==> src/design/iphu_pkg.sv <==
// Shared types and constants for the IPv4 post-routing header update unit.
package iphu_pkg;

    // Working store: six address bits, positions wrap at 64
    localparam int RAM_DEPTH = 64;
    localparam int RAM_AW    = 6;

    // Result verdict codes
    localparam logic [1:0] VERDICT_FWD   = 2'd0;
    localparam logic [1:0] VERDICT_BCAST = 2'd1;
    localparam logic [1:0] VERDICT_OPT   = 2'd2;
    localparam logic [1:0] VERDICT_TTL   = 2'd3;

    // Configuration register indexes
    localparam logic [2:0] CFG_ROUTER    = 3'd0;
    localparam logic [2:0] CFG_DROP_BC   = 3'd1;
    localparam logic [2:0] CFG_OPT_EN    = 3'd2;
    localparam logic [2:0] CFG_FIX_EN    = 3'd3;
    localparam logic [2:0] CFG_TTL_EN    = 3'd4;
    localparam logic [2:0] CFG_CKSUM_EN  = 3'd5;

    // IP option types
    localparam logic [7:0] OPT_END   = 8'd0;
    localparam logic [7:0] OPT_NOOP  = 8'd1;
    localparam logic [7:0] OPT_ROUTE = 8'd7;
    localparam logic [7:0] OPT_STAMP = 8'd68;

    // Timestamp flag modes and overflow limit
    localparam logic [3:0] TS_FLG_STAMP   = 4'd0;
    localparam logic [3:0] TS_FLG_ADDR    = 4'd1;
    localparam logic [3:0] TS_FLG_PRESPEC = 4'd3;
    localparam logic [3:0] OFLW_MAX       = 4'hF;

    localparam logic [26:0] DAY_MS       = 27'd86400000;
    localparam logic [15:0] TTL_CSUM_ADJ = 16'hFEFF;

    // Fixed header positions
    localparam logic [5:0] HDR_MIN  = 6'd20;
    localparam logic [5:0] POS_TTL  = 6'd8;
    localparam logic [5:0] POS_CSUM = 6'd10;
    localparam logic [5:0] POS_SRC  = 6'd12;

    typedef enum logic [4:0] {
        OP_IDLE,
        OP_LOAD,
        OP_BEGIN,
        OP_HLEN,
        OP_RD_TYPE,
        OP_GET_TYPE,
        OP_NOOP_STEP,
        OP_GET_LEN,
        OP_NEXT_OPT,
        OP_GET_PTR,
        OP_GET_OFL,
        OP_JOB_ROUTE,
        OP_JOB_TS0,
        OP_JOB_TS1,
        OP_JOB_TS3,
        OP_JOB_OFL,
        OP_JOB_FIX,
        OP_JOB_CK,
        OP_JOB_TTL,
        OP_JOB_INC,
        OP_WR,
        OP_SEQ_CMP,
        OP_SEQ_CK,
        OP_SEQ_TTL,
        OP_SEQ_OLD,
        OP_SEQ_RD,
        OP_SEQ_GET,
        OP_EM_START,
        OP_EM_RD,
        OP_EM_OUT,
        OP_DROP
    } t_op;

    typedef struct packed {
        t_op        op;
        logic [1:0] verdict;
    } t_cmd;

    typedef struct packed {
        logic       drop_bc;
        logic       opt_go;
        logic       oi_end;
        logic       is_noop;
        logic       is_end;
        logic       is_route;
        logic       is_stamp;
        logic       len_bad;
        logic       route_ok;
        logic       route_full;
        logic       p_bad;
        logic [3:0] flg;
        logic       room4;
        logic       room8;
        logic       ofl_ok;
        logic       cmp_eq;
        logic       fix_go;
        logic       changed;
        logic       ttl_en;
        logic       ttl_gt1;
        logic       ck_en;
        logic       job_done;
        logic       seq_done;
        logic       emit_last;
        logic       out_free;
    } t_status;

endpackage

==> src/design/iphu_ram.sv <==
// Generic single-write, single-read RAM with registered, enabled read.
module iphu_ram #(
    parameter int WIDTH = 8,
    parameter int DEPTH = 64
) (
    input  logic                     i_clk,
    input  logic                     i_we,
    input  logic [$clog2(DEPTH)-1:0] i_waddr,
    input  logic [WIDTH-1:0]         i_wdata,
    input  logic                     i_re,
    input  logic [$clog2(DEPTH)-1:0] i_raddr,
    output logic [WIDTH-1:0]         o_rdata
);
    logic [WIDTH-1:0] r_mem [DEPTH];
    logic [WIDTH-1:0] r_q;

    // write port, read data holds while read is idle
    always_ff @(posedge i_clk) begin
        if (i_we) begin
            r_mem[i_waddr] <= i_wdata;
        end
        if (i_re) begin
            r_q <= r_mem[i_raddr];
        end
    end

    assign o_rdata = r_q;
endmodule

==> src/design/iphu_ctrl.sv <==
// Controller state machine: sequences load, option walk, source fix, checksum, TTL, emission and drop.
module iphu_ctrl (
    input  logic              i_clk,
    input  logic              i_rst_n,
    input  logic              i_in_valid,
    input  logic              i_is_last_byte,
    input  iphu_pkg::t_status i_status,
    output iphu_pkg::t_cmd    o_cmd,
    output logic              o_in_stall
);
    import iphu_pkg::*;

    typedef enum logic [4:0] {
        S_LOAD,
        S_BEGIN,
        S_HLEN,
        S_OPT_CHK,
        S_TYPE_RD,
        S_TYPE,
        S_LEN,
        S_LEN_CHK,
        S_PTR,
        S_ROUTE,
        S_OFL,
        S_TS,
        S_OVF,
        S_CMP_CHK,
        S_NEXT,
        S_SEQ_RD,
        S_SEQ_GET,
        S_WRITE,
        S_FIX,
        S_CK_CHK,
        S_CK_WR,
        S_TTL,
        S_TTL_CHK,
        S_OLD,
        S_INC,
        S_EM_START,
        S_EM_RD,
        S_EM_OUT,
        S_DROP
    } t_state;

    t_state     r_state, n_state;
    t_state     r_ret, n_ret;
    logic [1:0] r_dv, n_dv;
    logic       r_in_stall;
    t_cmd       c_cmd;

    // next state and command
    always_comb begin
        n_state       = r_state;
        n_ret         = r_ret;
        n_dv          = r_dv;
        c_cmd.op      = OP_IDLE;
        c_cmd.verdict = VERDICT_FWD;
        unique case (r_state)
            S_LOAD: begin
                if (i_in_valid) begin
                    c_cmd.op = OP_LOAD;
                    if (i_is_last_byte) n_state = S_BEGIN;
                end
            end
            S_BEGIN: begin
                c_cmd.op = OP_BEGIN;
                if (i_status.drop_bc) begin
                    n_dv    = VERDICT_BCAST;
                    n_state = S_DROP;
                end else begin
                    n_state = S_HLEN;
                end
            end
            S_HLEN: begin
                c_cmd.op = OP_HLEN;
                n_state  = S_OPT_CHK;
            end
            S_OPT_CHK: begin
                n_state = i_status.opt_go ? S_TYPE_RD : S_FIX;
            end
            S_TYPE_RD: begin
                if (i_status.oi_end) begin
                    n_state = S_FIX;
                end else begin
                    c_cmd.op = OP_RD_TYPE;
                    n_state  = S_TYPE;
                end
            end
            S_TYPE: begin
                c_cmd.op = OP_GET_TYPE;
                n_state  = S_LEN;
            end
            S_LEN: begin
                priority if (i_status.is_noop) begin
                    c_cmd.op = OP_NOOP_STEP;
                    n_state  = S_TYPE_RD;
                end else if (i_status.is_end) begin
                    n_state = S_FIX;
                end else begin
                    c_cmd.op = OP_GET_LEN;
                    n_state  = S_LEN_CHK;
                end
            end
            S_LEN_CHK: begin
                priority if (i_status.len_bad) begin
                    n_dv    = VERDICT_OPT;
                    n_state = S_DROP;
                end else if (i_status.is_route || i_status.is_stamp) begin
                    n_state = S_PTR;
                end else begin
                    c_cmd.op = OP_NEXT_OPT;
                    n_state  = S_TYPE_RD;
                end
            end
            S_PTR: begin
                c_cmd.op = OP_GET_PTR;
                n_state  = i_status.is_route ? S_ROUTE : S_OFL;
            end
            S_ROUTE: begin
                priority if (i_status.route_ok) begin
                    c_cmd.op = OP_JOB_ROUTE;
                    n_ret    = S_NEXT;
                    n_state  = S_WRITE;
                end else if (i_status.route_full) begin
                    c_cmd.op = OP_NEXT_OPT;
                    n_state  = S_TYPE_RD;
                end else begin
                    n_dv    = VERDICT_OPT;
                    n_state = S_DROP;
                end
            end
            S_OFL: begin
                c_cmd.op = OP_GET_OFL;
                n_state  = S_TS;
            end
            S_TS: begin
                priority if (i_status.p_bad) begin
                    n_dv    = VERDICT_OPT;
                    n_state = S_DROP;
                end else if (i_status.flg == TS_FLG_STAMP) begin
                    if (i_status.room4) begin
                        c_cmd.op = OP_JOB_TS0;
                        n_ret    = S_NEXT;
                        n_state  = S_WRITE;
                    end else begin
                        n_state = S_OVF;
                    end
                end else if (i_status.flg == TS_FLG_ADDR) begin
                    if (i_status.room8) begin
                        c_cmd.op = OP_JOB_TS1;
                        n_ret    = S_NEXT;
                        n_state  = S_WRITE;
                    end else begin
                        n_state = S_OVF;
                    end
                end else if (i_status.flg == TS_FLG_PRESPEC && i_status.room8) begin
                    c_cmd.op = OP_SEQ_CMP;
                    n_ret    = S_CMP_CHK;
                    n_state  = S_SEQ_RD;
                end else begin
                    n_dv    = VERDICT_OPT;
                    n_state = S_DROP;
                end
            end
            S_OVF: begin
                if (i_status.ofl_ok) begin
                    c_cmd.op = OP_JOB_OFL;
                    n_ret    = S_NEXT;
                    n_state  = S_WRITE;
                end else begin
                    n_dv    = VERDICT_OPT;
                    n_state = S_DROP;
                end
            end
            S_CMP_CHK: begin
                if (i_status.cmp_eq) begin
                    c_cmd.op = OP_JOB_TS3;
                    n_ret    = S_NEXT;
                    n_state  = S_WRITE;
                end else begin
                    c_cmd.op = OP_NEXT_OPT;
                    n_state  = S_TYPE_RD;
                end
            end
            S_NEXT: begin
                c_cmd.op = OP_NEXT_OPT;
                n_state  = S_TYPE_RD;
            end
            S_SEQ_RD: begin
                if (i_status.seq_done) begin
                    n_state = r_ret;
                end else begin
                    c_cmd.op = OP_SEQ_RD;
                    n_state  = S_SEQ_GET;
                end
            end
            S_SEQ_GET: begin
                c_cmd.op = OP_SEQ_GET;
                n_state  = S_SEQ_RD;
            end
            S_WRITE: begin
                if (i_status.job_done) begin
                    n_state = r_ret;
                end else begin
                    c_cmd.op = OP_WR;
                end
            end
            S_FIX: begin
                if (i_status.fix_go) begin
                    c_cmd.op = OP_JOB_FIX;
                    n_ret    = S_CK_CHK;
                    n_state  = S_WRITE;
                end else begin
                    n_state = S_CK_CHK;
                end
            end
            S_CK_CHK: begin
                if (i_status.changed) begin
                    c_cmd.op = OP_SEQ_CK;
                    n_ret    = S_CK_WR;
                    n_state  = S_SEQ_RD;
                end else begin
                    n_state = S_TTL;
                end
            end
            S_CK_WR: begin
                c_cmd.op = OP_JOB_CK;
                n_ret    = S_TTL;
                n_state  = S_WRITE;
            end
            S_TTL: begin
                if (i_status.ttl_en) begin
                    c_cmd.op = OP_SEQ_TTL;
                    n_ret    = S_TTL_CHK;
                    n_state  = S_SEQ_RD;
                end else begin
                    n_state = S_EM_START;
                end
            end
            S_TTL_CHK: begin
                if (i_status.ttl_gt1) begin
                    c_cmd.op = OP_JOB_TTL;
                    n_ret    = S_OLD;
                    n_state  = S_WRITE;
                end else begin
                    n_dv    = VERDICT_TTL;
                    n_state = S_DROP;
                end
            end
            S_OLD: begin
                if (i_status.ck_en) begin
                    c_cmd.op = OP_SEQ_OLD;
                    n_ret    = S_INC;
                    n_state  = S_SEQ_RD;
                end else begin
                    n_state = S_EM_START;
                end
            end
            S_INC: begin
                c_cmd.op = OP_JOB_INC;
                n_ret    = S_EM_START;
                n_state  = S_WRITE;
            end
            S_EM_START: begin
                c_cmd.op = OP_EM_START;
                n_state  = S_EM_RD;
            end
            S_EM_RD: begin
                c_cmd.op = OP_EM_RD;
                n_state  = S_EM_OUT;
            end
            S_EM_OUT: begin
                if (i_status.out_free) begin
                    c_cmd.op = OP_EM_OUT;
                    n_state  = i_status.emit_last ? S_LOAD : S_EM_RD;
                end
            end
            S_DROP: begin
                if (i_status.out_free) begin
                    c_cmd.op      = OP_DROP;
                    c_cmd.verdict = r_dv;
                    n_state       = S_LOAD;
                end
            end
            default: n_state = S_LOAD;
        endcase
    end

    // hold state and the input stall
    always_ff @(posedge i_clk) begin
        if (!i_rst_n) begin
            r_state    <= S_LOAD;
            r_ret      <= S_LOAD;
            r_dv       <= VERDICT_FWD;
            r_in_stall <= 1'b0;
        end else begin
            r_state    <= n_state;
            r_ret      <= n_ret;
            r_dv       <= n_dv;
            r_in_stall <= (n_state != S_LOAD);
        end
    end

    assign o_cmd      = c_cmd;
    assign o_in_stall = r_in_stall;
endmodule

==> src/design/iphu_dpath.sv <==
// Datapath: header store, option fields, write jobs, checksum and result register.
module iphu_dpath #(
    parameter int MAX_HEADER_BYTES = 60
) (
    input  logic              i_clk,
    input  logic              i_rst_n,
    input  iphu_pkg::t_cmd    i_cmd,
    output iphu_pkg::t_status o_status,
    input  logic [7:0]        i_header_byte,
    input  logic              i_is_broadcast,
    input  logic              i_fix_source_flag,
    input  logic [26:0]       i_time_of_day_ms,
    input  logic              i_cfg_we,
    input  logic [2:0]        i_cfg_index,
    input  logic [31:0]       i_cfg_data,
    input  logic              i_out_stall,
    output logic              o_out_valid,
    output logic [7:0]        o_out_byte,
    output logic              o_is_last_out,
    output logic [1:0]        o_verdict,
    output logic              o_source_fix_done
);
    import iphu_pkg::*;

    localparam logic [5:0] MAX_CNT = 6'(MAX_HEADER_BYTES);

    // configuration
    logic [31:0] r_router;
    logic        r_drop_bc_en, r_opt_en, r_fix_en, r_ttl_en, r_ck_en;

    // capture state
    logic [5:0]  r_count, r_n;
    logic [1:0]  r_flags;
    logic [26:0] r_time;

    // processing state
    logic [RAM_DEPTH-1:0] r_mask;
    logic        r_rd_ok;
    logic [5:0]  r_hlen, r_oi;
    logic [7:0]  r_type, r_xlen, r_ptr, r_ofl;
    logic [5:0]  r_wbase, r_fin_addr;
    logic [63:0] r_wdata;
    logic [3:0]  r_wlen, r_wk;
    logic        r_fin_pend;
    logic [7:0]  r_fin_val;
    logic [5:0]  r_rbase, r_seq_len, r_k, r_ek;
    logic [31:0] r_word;
    logic [15:0] r_sum;
    logic        r_changed, r_fixed;

    // result register
    logic        r_out_valid, r_out_last, r_out_fix;
    logic [7:0]  r_out_byte;
    logic [1:0]  r_out_verdict;

    logic              ram_we, ram_re;
    logic [RAM_AW-1:0] ram_waddr, ram_raddr;
    logic [7:0]        ram_wdata, ram_q, rdata;
    logic              rd_ok_next;
    logic [26:0]       ms;
    logic [5:0]        oi_p, seq_pos;
    logic [8:0]        ptr9, xlen9;
    logic [7:0]        ck_byte;
    logic [15:0]       ck_val;
    logic [16:0]       ck_t;
    logic [16:0]       inc_s, inc_t;
    logic              out_free;

    iphu_ram #(
        .WIDTH(8),
        .DEPTH(RAM_DEPTH)
    ) u_ram (
        .i_clk  (i_clk),
        .i_we   (ram_we),
        .i_waddr(ram_waddr),
        .i_wdata(ram_wdata),
        .i_re   (ram_re),
        .i_raddr(ram_raddr),
        .o_rdata(ram_q)
    );

    // positions never written in this packet read as zero
    assign rdata = r_rd_ok ? ram_q : 8'h00;

    assign ms      = (r_time >= DAY_MS) ? (r_time - DAY_MS) : r_time;
    assign oi_p    = r_oi + r_ptr[5:0] - 6'd1;
    assign seq_pos = r_rbase + r_k;
    assign ptr9    = {1'b0, r_ptr};
    assign xlen9   = {1'b0, r_xlen};
    assign out_free = !r_out_valid || !i_out_stall;

    // one's complement accumulate, checksum field counts as zero
    assign ck_byte = (seq_pos == POS_CSUM || seq_pos == POS_CSUM + 6'd1) ? 8'h00 : rdata;
    assign ck_val  = r_k[0] ? {8'h00, ck_byte} : {ck_byte, 8'h00};
    assign ck_t    = {1'b0, r_sum} + {1'b0, ck_val};

    // incremental update for TTL minus one
    assign inc_s = {1'b0, ~r_word[15:0]} + {1'b0, TTL_CSUM_ADJ};
    assign inc_t = inc_s + {16'h0000, inc_s[16]};

    // read address select
    always_comb begin
        ram_re    = 1'b0;
        ram_raddr = '0;
        unique case (i_cmd.op)
            OP_BEGIN:    begin ram_re = 1'b1; ram_raddr = '0;             end
            OP_RD_TYPE:  begin ram_re = 1'b1; ram_raddr = r_oi;           end
            OP_GET_TYPE: begin ram_re = 1'b1; ram_raddr = r_oi + 6'd1;    end
            OP_GET_LEN:  begin ram_re = 1'b1; ram_raddr = r_oi + 6'd2;    end
            OP_GET_PTR:  begin ram_re = 1'b1; ram_raddr = r_oi + 6'd3;    end
            OP_SEQ_RD:   begin ram_re = 1'b1; ram_raddr = seq_pos;        end
            OP_EM_RD:    begin ram_re = 1'b1; ram_raddr = r_ek;           end
            default:     begin ram_re = 1'b0; ram_raddr = '0;             end
        endcase
        rd_ok_next = (i_cmd.op == OP_BEGIN) ? 1'b1 :
                     ((ram_raddr < r_n) || r_mask[ram_raddr]);
    end

    // write address select
    always_comb begin
        ram_we    = 1'b0;
        ram_waddr = '0;
        ram_wdata = '0;
        if (i_cmd.op == OP_LOAD) begin
            ram_we    = (r_count < MAX_CNT);
            ram_waddr = r_count;
            ram_wdata = i_header_byte;
        end else if (i_cmd.op == OP_WR) begin
            ram_we = 1'b1;
            if (r_wk != r_wlen) begin
                ram_waddr = r_wbase + {2'b00, r_wk};
                ram_wdata = r_wdata[63:56];
            end else begin
                ram_waddr = r_fin_addr;
                ram_wdata = r_fin_val;
            end
        end
    end

    // configuration, capture counters and result valid
    always_ff @(posedge i_clk) begin
        if (!i_rst_n) begin
            r_router     <= '0;
            r_drop_bc_en <= 1'b0;
            r_opt_en     <= 1'b0;
            r_fix_en     <= 1'b0;
            r_ttl_en     <= 1'b0;
            r_ck_en      <= 1'b1;
            r_count      <= '0;
            r_flags      <= '0;
            r_time       <= '0;
            r_out_valid  <= 1'b0;
        end else begin
            if (i_cfg_we) begin
                unique case (i_cfg_index)
                    CFG_ROUTER:   r_router     <= i_cfg_data;
                    CFG_DROP_BC:  r_drop_bc_en <= i_cfg_data[0];
                    CFG_OPT_EN:   r_opt_en     <= i_cfg_data[0];
                    CFG_FIX_EN:   r_fix_en     <= i_cfg_data[0];
                    CFG_TTL_EN:   r_ttl_en     <= i_cfg_data[0];
                    CFG_CKSUM_EN: r_ck_en      <= i_cfg_data[0];
                    default:      r_router     <= r_router;
                endcase
            end
            if (i_cmd.op == OP_LOAD) begin
                if (r_count == '0) begin
                    r_flags <= {i_fix_source_flag, i_is_broadcast};
                    r_time  <= i_time_of_day_ms;
                end
                if (r_count < MAX_CNT) r_count <= r_count + 6'd1;
            end else if (i_cmd.op == OP_BEGIN) begin
                r_count <= '0;
            end else if (i_cmd.op == OP_JOB_FIX) begin
                r_flags[1] <= 1'b0;
            end
            if (i_cmd.op == OP_EM_OUT || i_cmd.op == OP_DROP) begin
                r_out_valid <= 1'b1;
            end else if (!i_out_stall) begin
                r_out_valid <= 1'b0;
            end
        end
    end

    // processing registers
    always_ff @(posedge i_clk) begin
        if (ram_re) r_rd_ok <= rd_ok_next;
        unique case (i_cmd.op)
            OP_BEGIN: begin
                r_n       <= r_count;
                r_mask    <= '0;
                r_changed <= 1'b0;
                r_fixed   <= 1'b0;
            end
            OP_HLEN: begin
                r_hlen <= {rdata[3:0], 2'b00};
                r_oi   <= HDR_MIN;
            end
            OP_GET_TYPE:  r_type <= rdata;
            OP_NOOP_STEP: r_oi   <= r_oi + 6'd1;
            OP_GET_LEN:   r_xlen <= rdata;
            OP_NEXT_OPT:  r_oi   <= r_oi + r_xlen[5:0];
            OP_GET_PTR:   r_ptr  <= rdata;
            OP_GET_OFL:   r_ofl  <= rdata;
            OP_JOB_ROUTE: begin
                r_wbase    <= oi_p;
                r_wdata    <= {r_router, 32'h0};
                r_wlen     <= 4'd4;
                r_wk       <= '0;
                r_fin_pend <= 1'b1;
                r_fin_addr <= r_oi + 6'd2;
                r_fin_val  <= r_ptr + 8'd4;
                r_changed  <= 1'b1;
            end
            OP_JOB_TS0: begin
                r_wbase    <= oi_p;
                r_wdata    <= {5'b0, ms, 32'h0};
                r_wlen     <= 4'd4;
                r_wk       <= '0;
                r_fin_pend <= 1'b1;
                r_fin_addr <= r_oi + 6'd2;
                r_fin_val  <= r_ptr + 8'd4;
                r_changed  <= 1'b1;
            end
            OP_JOB_TS1: begin
                r_wbase    <= oi_p;
                r_wdata    <= {r_router, 5'b0, ms};
                r_wlen     <= 4'd8;
                r_wk       <= '0;
                r_fin_pend <= 1'b1;
                r_fin_addr <= r_oi + 6'd2;
                r_fin_val  <= r_ptr + 8'd8;
                r_changed  <= 1'b1;
            end
            OP_JOB_TS3: begin
                r_wbase    <= oi_p + 6'd4;
                r_wdata    <= {5'b0, ms, 32'h0};
                r_wlen     <= 4'd4;
                r_wk       <= '0;
                r_fin_pend <= 1'b1;
                r_fin_addr <= r_oi + 6'd2;
                r_fin_val  <= r_ptr + 8'd8;
                r_changed  <= 1'b1;
            end
            OP_JOB_OFL: begin
                r_wlen     <= '0;
                r_wk       <= '0;
                r_fin_pend <= 1'b1;
                r_fin_addr <= r_oi + 6'd3;
                r_fin_val  <= {r_ofl[7:4] + 4'd1, r_ofl[3:0]};
                r_changed  <= 1'b1;
            end
            OP_JOB_FIX: begin
                r_wbase    <= POS_SRC;
                r_wdata    <= {r_router, 32'h0};
                r_wlen     <= 4'd4;
                r_wk       <= '0;
                r_fin_pend <= 1'b0;
                r_changed  <= 1'b1;
                r_fixed    <= 1'b1;
            end
            OP_JOB_CK: begin
                r_wbase    <= POS_CSUM;
                r_wdata    <= {~r_sum, 48'h0};
                r_wlen     <= 4'd2;
                r_wk       <= '0;
                r_fin_pend <= 1'b0;
            end
            OP_JOB_TTL: begin
                r_wbase    <= POS_TTL;
                r_wdata    <= {r_word[7:0] - 8'd1, 56'h0};
                r_wlen     <= 4'd1;
                r_wk       <= '0;
                r_fin_pend <= 1'b0;
            end
            OP_JOB_INC: begin
                r_wbase    <= POS_CSUM;
                r_wdata    <= {~inc_t[15:0], 48'h0};
                r_wlen     <= 4'd2;
                r_wk       <= '0;
                r_fin_pend <= 1'b0;
            end
            OP_WR: begin
                r_mask[ram_waddr] <= 1'b1;
                if (r_wk != r_wlen) begin
                    r_wk    <= r_wk + 4'd1;
                    r_wdata <= {r_wdata[55:0], 8'h00};
                end else begin
                    r_fin_pend <= 1'b0;
                end
            end
            OP_SEQ_CMP: begin
                r_rbase   <= oi_p;
                r_seq_len <= 6'd4;
                r_k       <= '0;
                r_word    <= '0;
            end
            OP_SEQ_CK: begin
                r_rbase   <= '0;
                r_seq_len <= r_hlen;
                r_k       <= '0;
                r_sum     <= '0;
            end
            OP_SEQ_TTL: begin
                r_rbase   <= POS_TTL;
                r_seq_len <= 6'd1;
                r_k       <= '0;
                r_word    <= '0;
            end
            OP_SEQ_OLD: begin
                r_rbase   <= POS_CSUM;
                r_seq_len <= 6'd2;
                r_k       <= '0;
                r_word    <= '0;
            end
            OP_SEQ_GET: begin
                r_word <= {r_word[23:0], rdata};
                r_sum  <= ck_t[15:0] + {15'h0000, ck_t[16]};
                r_k    <= r_k + 6'd1;
            end
            OP_EM_START: r_ek <= '0;
            OP_EM_OUT: begin
                r_out_byte    <= rdata;
                r_out_last    <= (r_ek + 6'd1 == r_n);
                r_out_verdict <= VERDICT_FWD;
                r_out_fix     <= r_fixed;
                r_ek          <= r_ek + 6'd1;
            end
            OP_DROP: begin
                r_out_byte    <= 8'h00;
                r_out_last    <= 1'b1;
                r_out_verdict <= i_cmd.verdict;
                r_out_fix     <= 1'b0;
            end
            default: r_ek <= r_ek;
        endcase
    end

    // status for the controller
    always_comb begin
        o_status.drop_bc    = r_drop_bc_en && r_flags[0];
        o_status.opt_go     = r_opt_en && (r_hlen > HDR_MIN);
        o_status.oi_end     = (r_oi >= r_hlen);
        o_status.is_noop    = (r_type == OPT_NOOP);
        o_status.is_end     = (r_type == OPT_END);
        o_status.is_route   = (r_type == OPT_ROUTE);
        o_status.is_stamp   = (r_type == OPT_STAMP);
        o_status.len_bad    = (r_xlen < 8'd2) ||
                              ({3'b000, r_oi} + xlen9 > {3'b000, r_hlen});
        o_status.route_ok   = (r_ptr >= 8'd4) && (ptr9 + 9'd3 <= xlen9);
        o_status.route_full = (ptr9 == xlen9 + 9'd1);
        o_status.p_bad      = (r_ptr < 8'd5);
        o_status.flg        = r_ofl[3:0];
        o_status.room4      = (ptr9 + 9'd3 <= xlen9);
        o_status.room8      = (ptr9 + 9'd7 <= xlen9);
        o_status.ofl_ok     = (r_ofl[7:4] != OFLW_MAX);
        o_status.cmp_eq     = (r_word == r_router);
        o_status.fix_go     = r_fix_en && r_flags[1];
        o_status.changed    = r_changed;
        o_status.ttl_en     = r_ttl_en;
        o_status.ttl_gt1    = (r_word[7:0] > 8'd1);
        o_status.ck_en      = r_ck_en;
        o_status.job_done   = (r_wk == r_wlen) && !r_fin_pend;
        o_status.seq_done   = (r_k == r_seq_len);
        o_status.emit_last  = (r_ek + 6'd1 == r_n);
        o_status.out_free   = out_free;
    end

    assign o_out_valid       = r_out_valid;
    assign o_out_byte        = r_out_byte;
    assign o_is_last_out     = r_out_last;
    assign o_verdict         = r_out_verdict;
    assign o_source_fix_done = r_out_fix;
endmodule

==> src/design/ipv4_postrouting_header_update_unit.sv <==
// Top level: IPv4 post-routing header update unit.
// Load takes one header byte per cycle while the input is not stalled; bytes past MAX_HEADER_BYTES are dropped.
// Processing reads the header store with a registered read for the option walk, a full
// checksum and the TTL with its patch; each output beat is read, then registered.
// One packet at a time; input stalls after the last byte until the final beat is registered.
// Synchronous active-low reset clears control state and sets register defaults.
module ipv4_postrouting_header_update_unit #(
    parameter int MAX_HEADER_BYTES = 60
) (
    input  logic        i_clk,
    input  logic        i_rst_n,
    input  logic        i_in_valid,
    output logic        o_in_stall,
    input  logic [7:0]  i_header_byte,
    input  logic        i_is_last_byte,
    input  logic        i_is_broadcast,
    input  logic        i_fix_source_flag,
    input  logic [26:0] i_time_of_day_ms,
    output logic        o_out_valid,
    input  logic        i_out_stall,
    output logic [7:0]  o_out_byte,
    output logic        o_is_last_out,
    output logic [1:0]  o_verdict,
    output logic        o_source_fix_done,
    input  logic        i_cfg_we,
    input  logic [2:0]  i_cfg_index,
    input  logic [31:0] i_cfg_data
);
    import iphu_pkg::*;

    t_cmd    cmd;
    t_status status;

    iphu_ctrl u_ctrl (
        .i_clk         (i_clk),
        .i_rst_n       (i_rst_n),
        .i_in_valid    (i_in_valid),
        .i_is_last_byte(i_is_last_byte),
        .i_status      (status),
        .o_cmd         (cmd),
        .o_in_stall    (o_in_stall)
    );

    iphu_dpath #(
        .MAX_HEADER_BYTES(MAX_HEADER_BYTES)
    ) u_dpath (
        .i_clk            (i_clk),
        .i_rst_n          (i_rst_n),
        .i_cmd            (cmd),
        .o_status         (status),
        .i_header_byte    (i_header_byte),
        .i_is_broadcast   (i_is_broadcast),
        .i_fix_source_flag(i_fix_source_flag),
        .i_time_of_day_ms (i_time_of_day_ms),
        .i_cfg_we         (i_cfg_we),
        .i_cfg_index      (i_cfg_index),
        .i_cfg_data       (i_cfg_data),
        .i_out_stall      (i_out_stall),
        .o_out_valid      (o_out_valid),
        .o_out_byte       (o_out_byte),
        .o_is_last_out    (o_is_last_out),
        .o_verdict        (o_verdict),
        .o_source_fix_done(o_source_fix_done)
    );
endmodule

==> config.mk <==
export PLATFORM = sky130hd
export DESIGN_NAME = ipv4_postrouting_header_update_unit
export DESIGN_NICKNAME = d
export VERILOG_FILES = /design/src/design/iphu_pkg.sv /design/src/design/iphu_ram.sv /design/src/design/iphu_ctrl.sv /design/src/design/iphu_dpath.sv /design/src/design/ipv4_postrouting_header_update_unit.sv
export SDC_FILE = /design/constraint.sdc
export NUM_CORES = 2
export LEC_CHECK = 0
export ABC_AREA = 1
export BUFFER_PORTS_ARGS = -buffer_cell sky130_fd_sc_hd__buf_2
export CAP_MARGIN = 15
export CORE_ASPECT_RATIO = 2
export CORE_UTILIZATION = 65
export DETAILED_ROUTE_END_ITERATION = 6
export PLACE_DENSITY = 0.82
export SLEW_MARGIN = 20
export SYNTH_ARGS = -nofsm -noshare
export SYNTH_HDL_FRONTEND = slang
export SYNTH_SLANG_ARGS = --single-unit
==> constraint.sdc <==
create_clock -name i_clk -period 19.7 [get_ports i_clk]
set_input_delay 4.925 -clock i_clk [delete_from_list [all_inputs] [get_ports i_clk]]
set_output_delay 4.925 -clock i_clk [all_outputs]
set_load 0.01 [all_outputs]
==> metrics.txt <==
Net Sw Power 0.001610 W; maximum clock rate 0.1269 GHz; CP required 20.02 ns; max incr delay on CP 0.65 ns; fill count 5171; simple-gate portion of the synthesized area 0.2004; fin worst setup slack 11.82 ns; post-route ant nets 0; Reg clk slew, reported paths roughly 0.070 ns; nets 4868; routed vias 34820; WL per Instance approximately 24 µm; area grow syn2layout 7.629%; crit-path max FO 64; CTS root buf clkbuf_16; Clock H-tree levels 3; async set or reset register ratio after synthesis 0; dpl hpwl roughly 97 mm; RSZ-0062 raised after global routing no; Initial Util 0.6558; CTS sink cnt 898; final setup vio count 0; VDD IR max 0.1092 mV; # IOs 92; adder-cell area share of the yosys netlist 0.02831; number of flops mapped to enable cells by yosys approximately 810; worst hold path depth 2; synthesized area per cell 9.634 µm²; most used cell, CP nand2_1; final WL 138.4 mm; post-synthesis xor/xnor area fraction 0.02506; clk_lat worst skew 0.70 ns; gpl congestion 1.056; setup TNS 0 ns; post-synthesis compound-gate area fraction 0.08495; post-synth net total ~5000; Die Width 188.2 µm; post-CTS setup buffer count 0; Clock Skew 0.03948 ns; grt ovf 0; switch share 0.3213; layout cells sized above 1 0.07916; Final Hold Viols 0; residual DRC count 0; height of the die 374.5 µm; final core utilization 0.7059; #FFs+latches synth approximately 900; total power 0.005011 W; Tmin final about 8 ns; cts bufs inserted 75; die area 70480 µm²; largest net degree at the start of global routing about 240; first-pass GRT wire length ~200 mm; sequential area share after synthesis 0.5790; sequential power share 0.473; Worst Setup End Kind register; Hold Buf Count CTS 0; Worst R2R Path Depth 31; Via density 6.153; slowest CP cell buf_4; multiplexer share of the synthesized area 0; worst slew pin tran between 1 and 1.5 ns; Mapped Area about 45000 µm²; Data arrival, critical path 8.20 ns; max-slew violations 0; vias in the first global route 33970; drt pass-1 iters 6; I/O Buffers just over 90; GRT Util Overall 0.3986; Max clock buf depth 3; status finished clean; final hold slack 0.4504 ns; CTS tree built; initial antenna violation count 7; worst hold start u_ctrl.r_ret[1]; max_slew headroom 0.2426; Setup crit start kind input port; Clk pwr share 0.307; worst hold path class register to register; drt initial violations around 3400; Pint around 0.0034 W; Final period util 0.4001; post_cts resized 0; Gate power share 0.220; critical path startpoint i_out_stall; critical path type input port to register; row cnt 136; MaxCap Viol Count 0; most frequent cells in the layout edfxtp_1, nand2_1, inv_1; worst slack, placed 11.26 ns; largest family of logic cells by synthesized area simple AND/OR/NAND/NOR gates; commonest non-fill, non-tap cell in the layout edfxtp_1; core footprint 68750 µm²; Leakage approximately 20 nW; Pwr Density between 100 and 150 nW/µm²; crit path cell chain buf_2, nand2_1, inv_1, nor2_4, inv_2, nand2_1, inv_2, nand3_1, nor3_1, nand2_1, nor2_2, nand4_1, buf_4, a21oi_4, buf_4; FF-to-FF Start u_dpath.r_k[0]; YS warnings 0; Post-synth top flop edfxtp_1; Synth cell types 58; post-synthesis cell count 4680
worst paths after layout:
check,slack [ns],end
setup / recovery,11.82,u_dpath.r_wdata[4]
hold / removal,0.45,u_ctrl.r_ret[1]
setup reg to reg,13.33,u_dpath.r_sum[11]
hold reg to reg,0.45,u_ctrl.r_ret[1]
cell type report:
cell class | instances | area (µm²) | share of cell area
inverters | 714 | 2680 | 0.05523
well taps | 897 | 1122 | 0.02313
repair buffers | 129 | 753.2 | 0.01552
diodes | 11 | 27.53 | 0.0005672
clock buffers | 91 | 1999 | 0.04120
flip-flops and latches | 898 | 26110 | 0.5380
multi-input cells | 2873 | 15360 | 0.3165
clock inverters | 45 | 480.5 | 0.009901
worst max-delay path, delay by kind of cell:
family	cells	cell delay [ns]
AND/OR/NAND/NOR	8	1.62
buffers and inverters	6	1.50
AO/OA/AOI/OAI	1	0.11
power groups by stage:
stage,registers [W],logic (W),clock network (W)
global route,0.00238,0.00118,0.00160
finish,0.00237,0.00110,0.00154
global placement,0.00241,0.00104,0
detailed placement,0.00241,0.00106,0
floorplan,0.00239,0.000675,0
CTS,0.00237,0.00107,0.00154
synth_stat cells, types with 4 or more instances:
cell,instances,share of area
a21o_1,4,0.00067
a21oi_1,168,0.019
a22oi_1,11,0.0018
a31oi_1,5,0.00069
buf_1,10,0.00083
buf_2,65,0.0072
buf_4,25,0.0042
buf_6,16,0.0040
clkbuf_1,78,0.0065
dfxtp_1,86,0.038
edfxtp_1,812,0.54
fa_1,5,0.0022
ha_1,94,0.026
inv_1,664,0.055
inv_2,48,0.0040
nand2_1,819,0.068
nand2_2,14,0.0019
nand3_1,503,0.056
nand3b_1,64,0.011
nand4_1,63,0.0087
nor2_1,431,0.036
nor2_2,23,0.0032
nor2_4,9,0.0022
nor3_1,46,0.0051
nor3b_1,6,0.0010
nor4_1,14,0.0019
o211ai_1,214,0.036
o21a_1,4,0.00067
o21ai_0,162,0.018
o21ai_1,19,0.0021
o221ai_1,9,0.0017
o22ai_1,9,0.0012
or2_2,14,0.0019
xnor2_1,22,0.0043
xor2_1,107,0.021
metal layers:
metal | wire length [µm] | GRT usage
met1 | 43400 | 0.4083
met2 | 69570 | 0.6907
met3 | 11750 | 0.08499
met4 | 13710 | 0.3327
met5 | 10 | 0
logic make-up (layout without fill, tap and decap cells):
logic type,count (synthesis),count (layout)
AOI/OAI and AO/OA,625,625
xor gates and xnor gates,129,129
adders and majority gates,99,99
buffers and inverters,909,979
DFF,898,898
other,0,11
and+or+nand+nor,2020,2020
stage by stage:
stage,instance area (µm²),std cells
final,48530,5658
after detailed placement,46020,5511
after CTS,48500,5647
after global placement,46020,5511
after floorplan,45090,4680
after global routing,48500,5649
registers in the layout (all words and copies together) (netlist names), 8 cells and up:
register and cells:
u_dpath.r_fin_val 8, u_dpath.u_ram.o_rdata 8, u_dpath.o_out_byte 8, u_dpath.r_xlen 8, u_dpath.u_ram.r_mem 512, u_dpath.r_ofl 8, u_dpath.r_router 32, u_dpath.r_sum 16
u_dpath.r_word 32, u_dpath.r_time 27, u_dpath.r_mask 64, u_dpath.r_wdata 64, u_dpath.r_type 8, u_dpath.r_ptr 8
No activity file was read; power rests on OpenSTA's default activity.
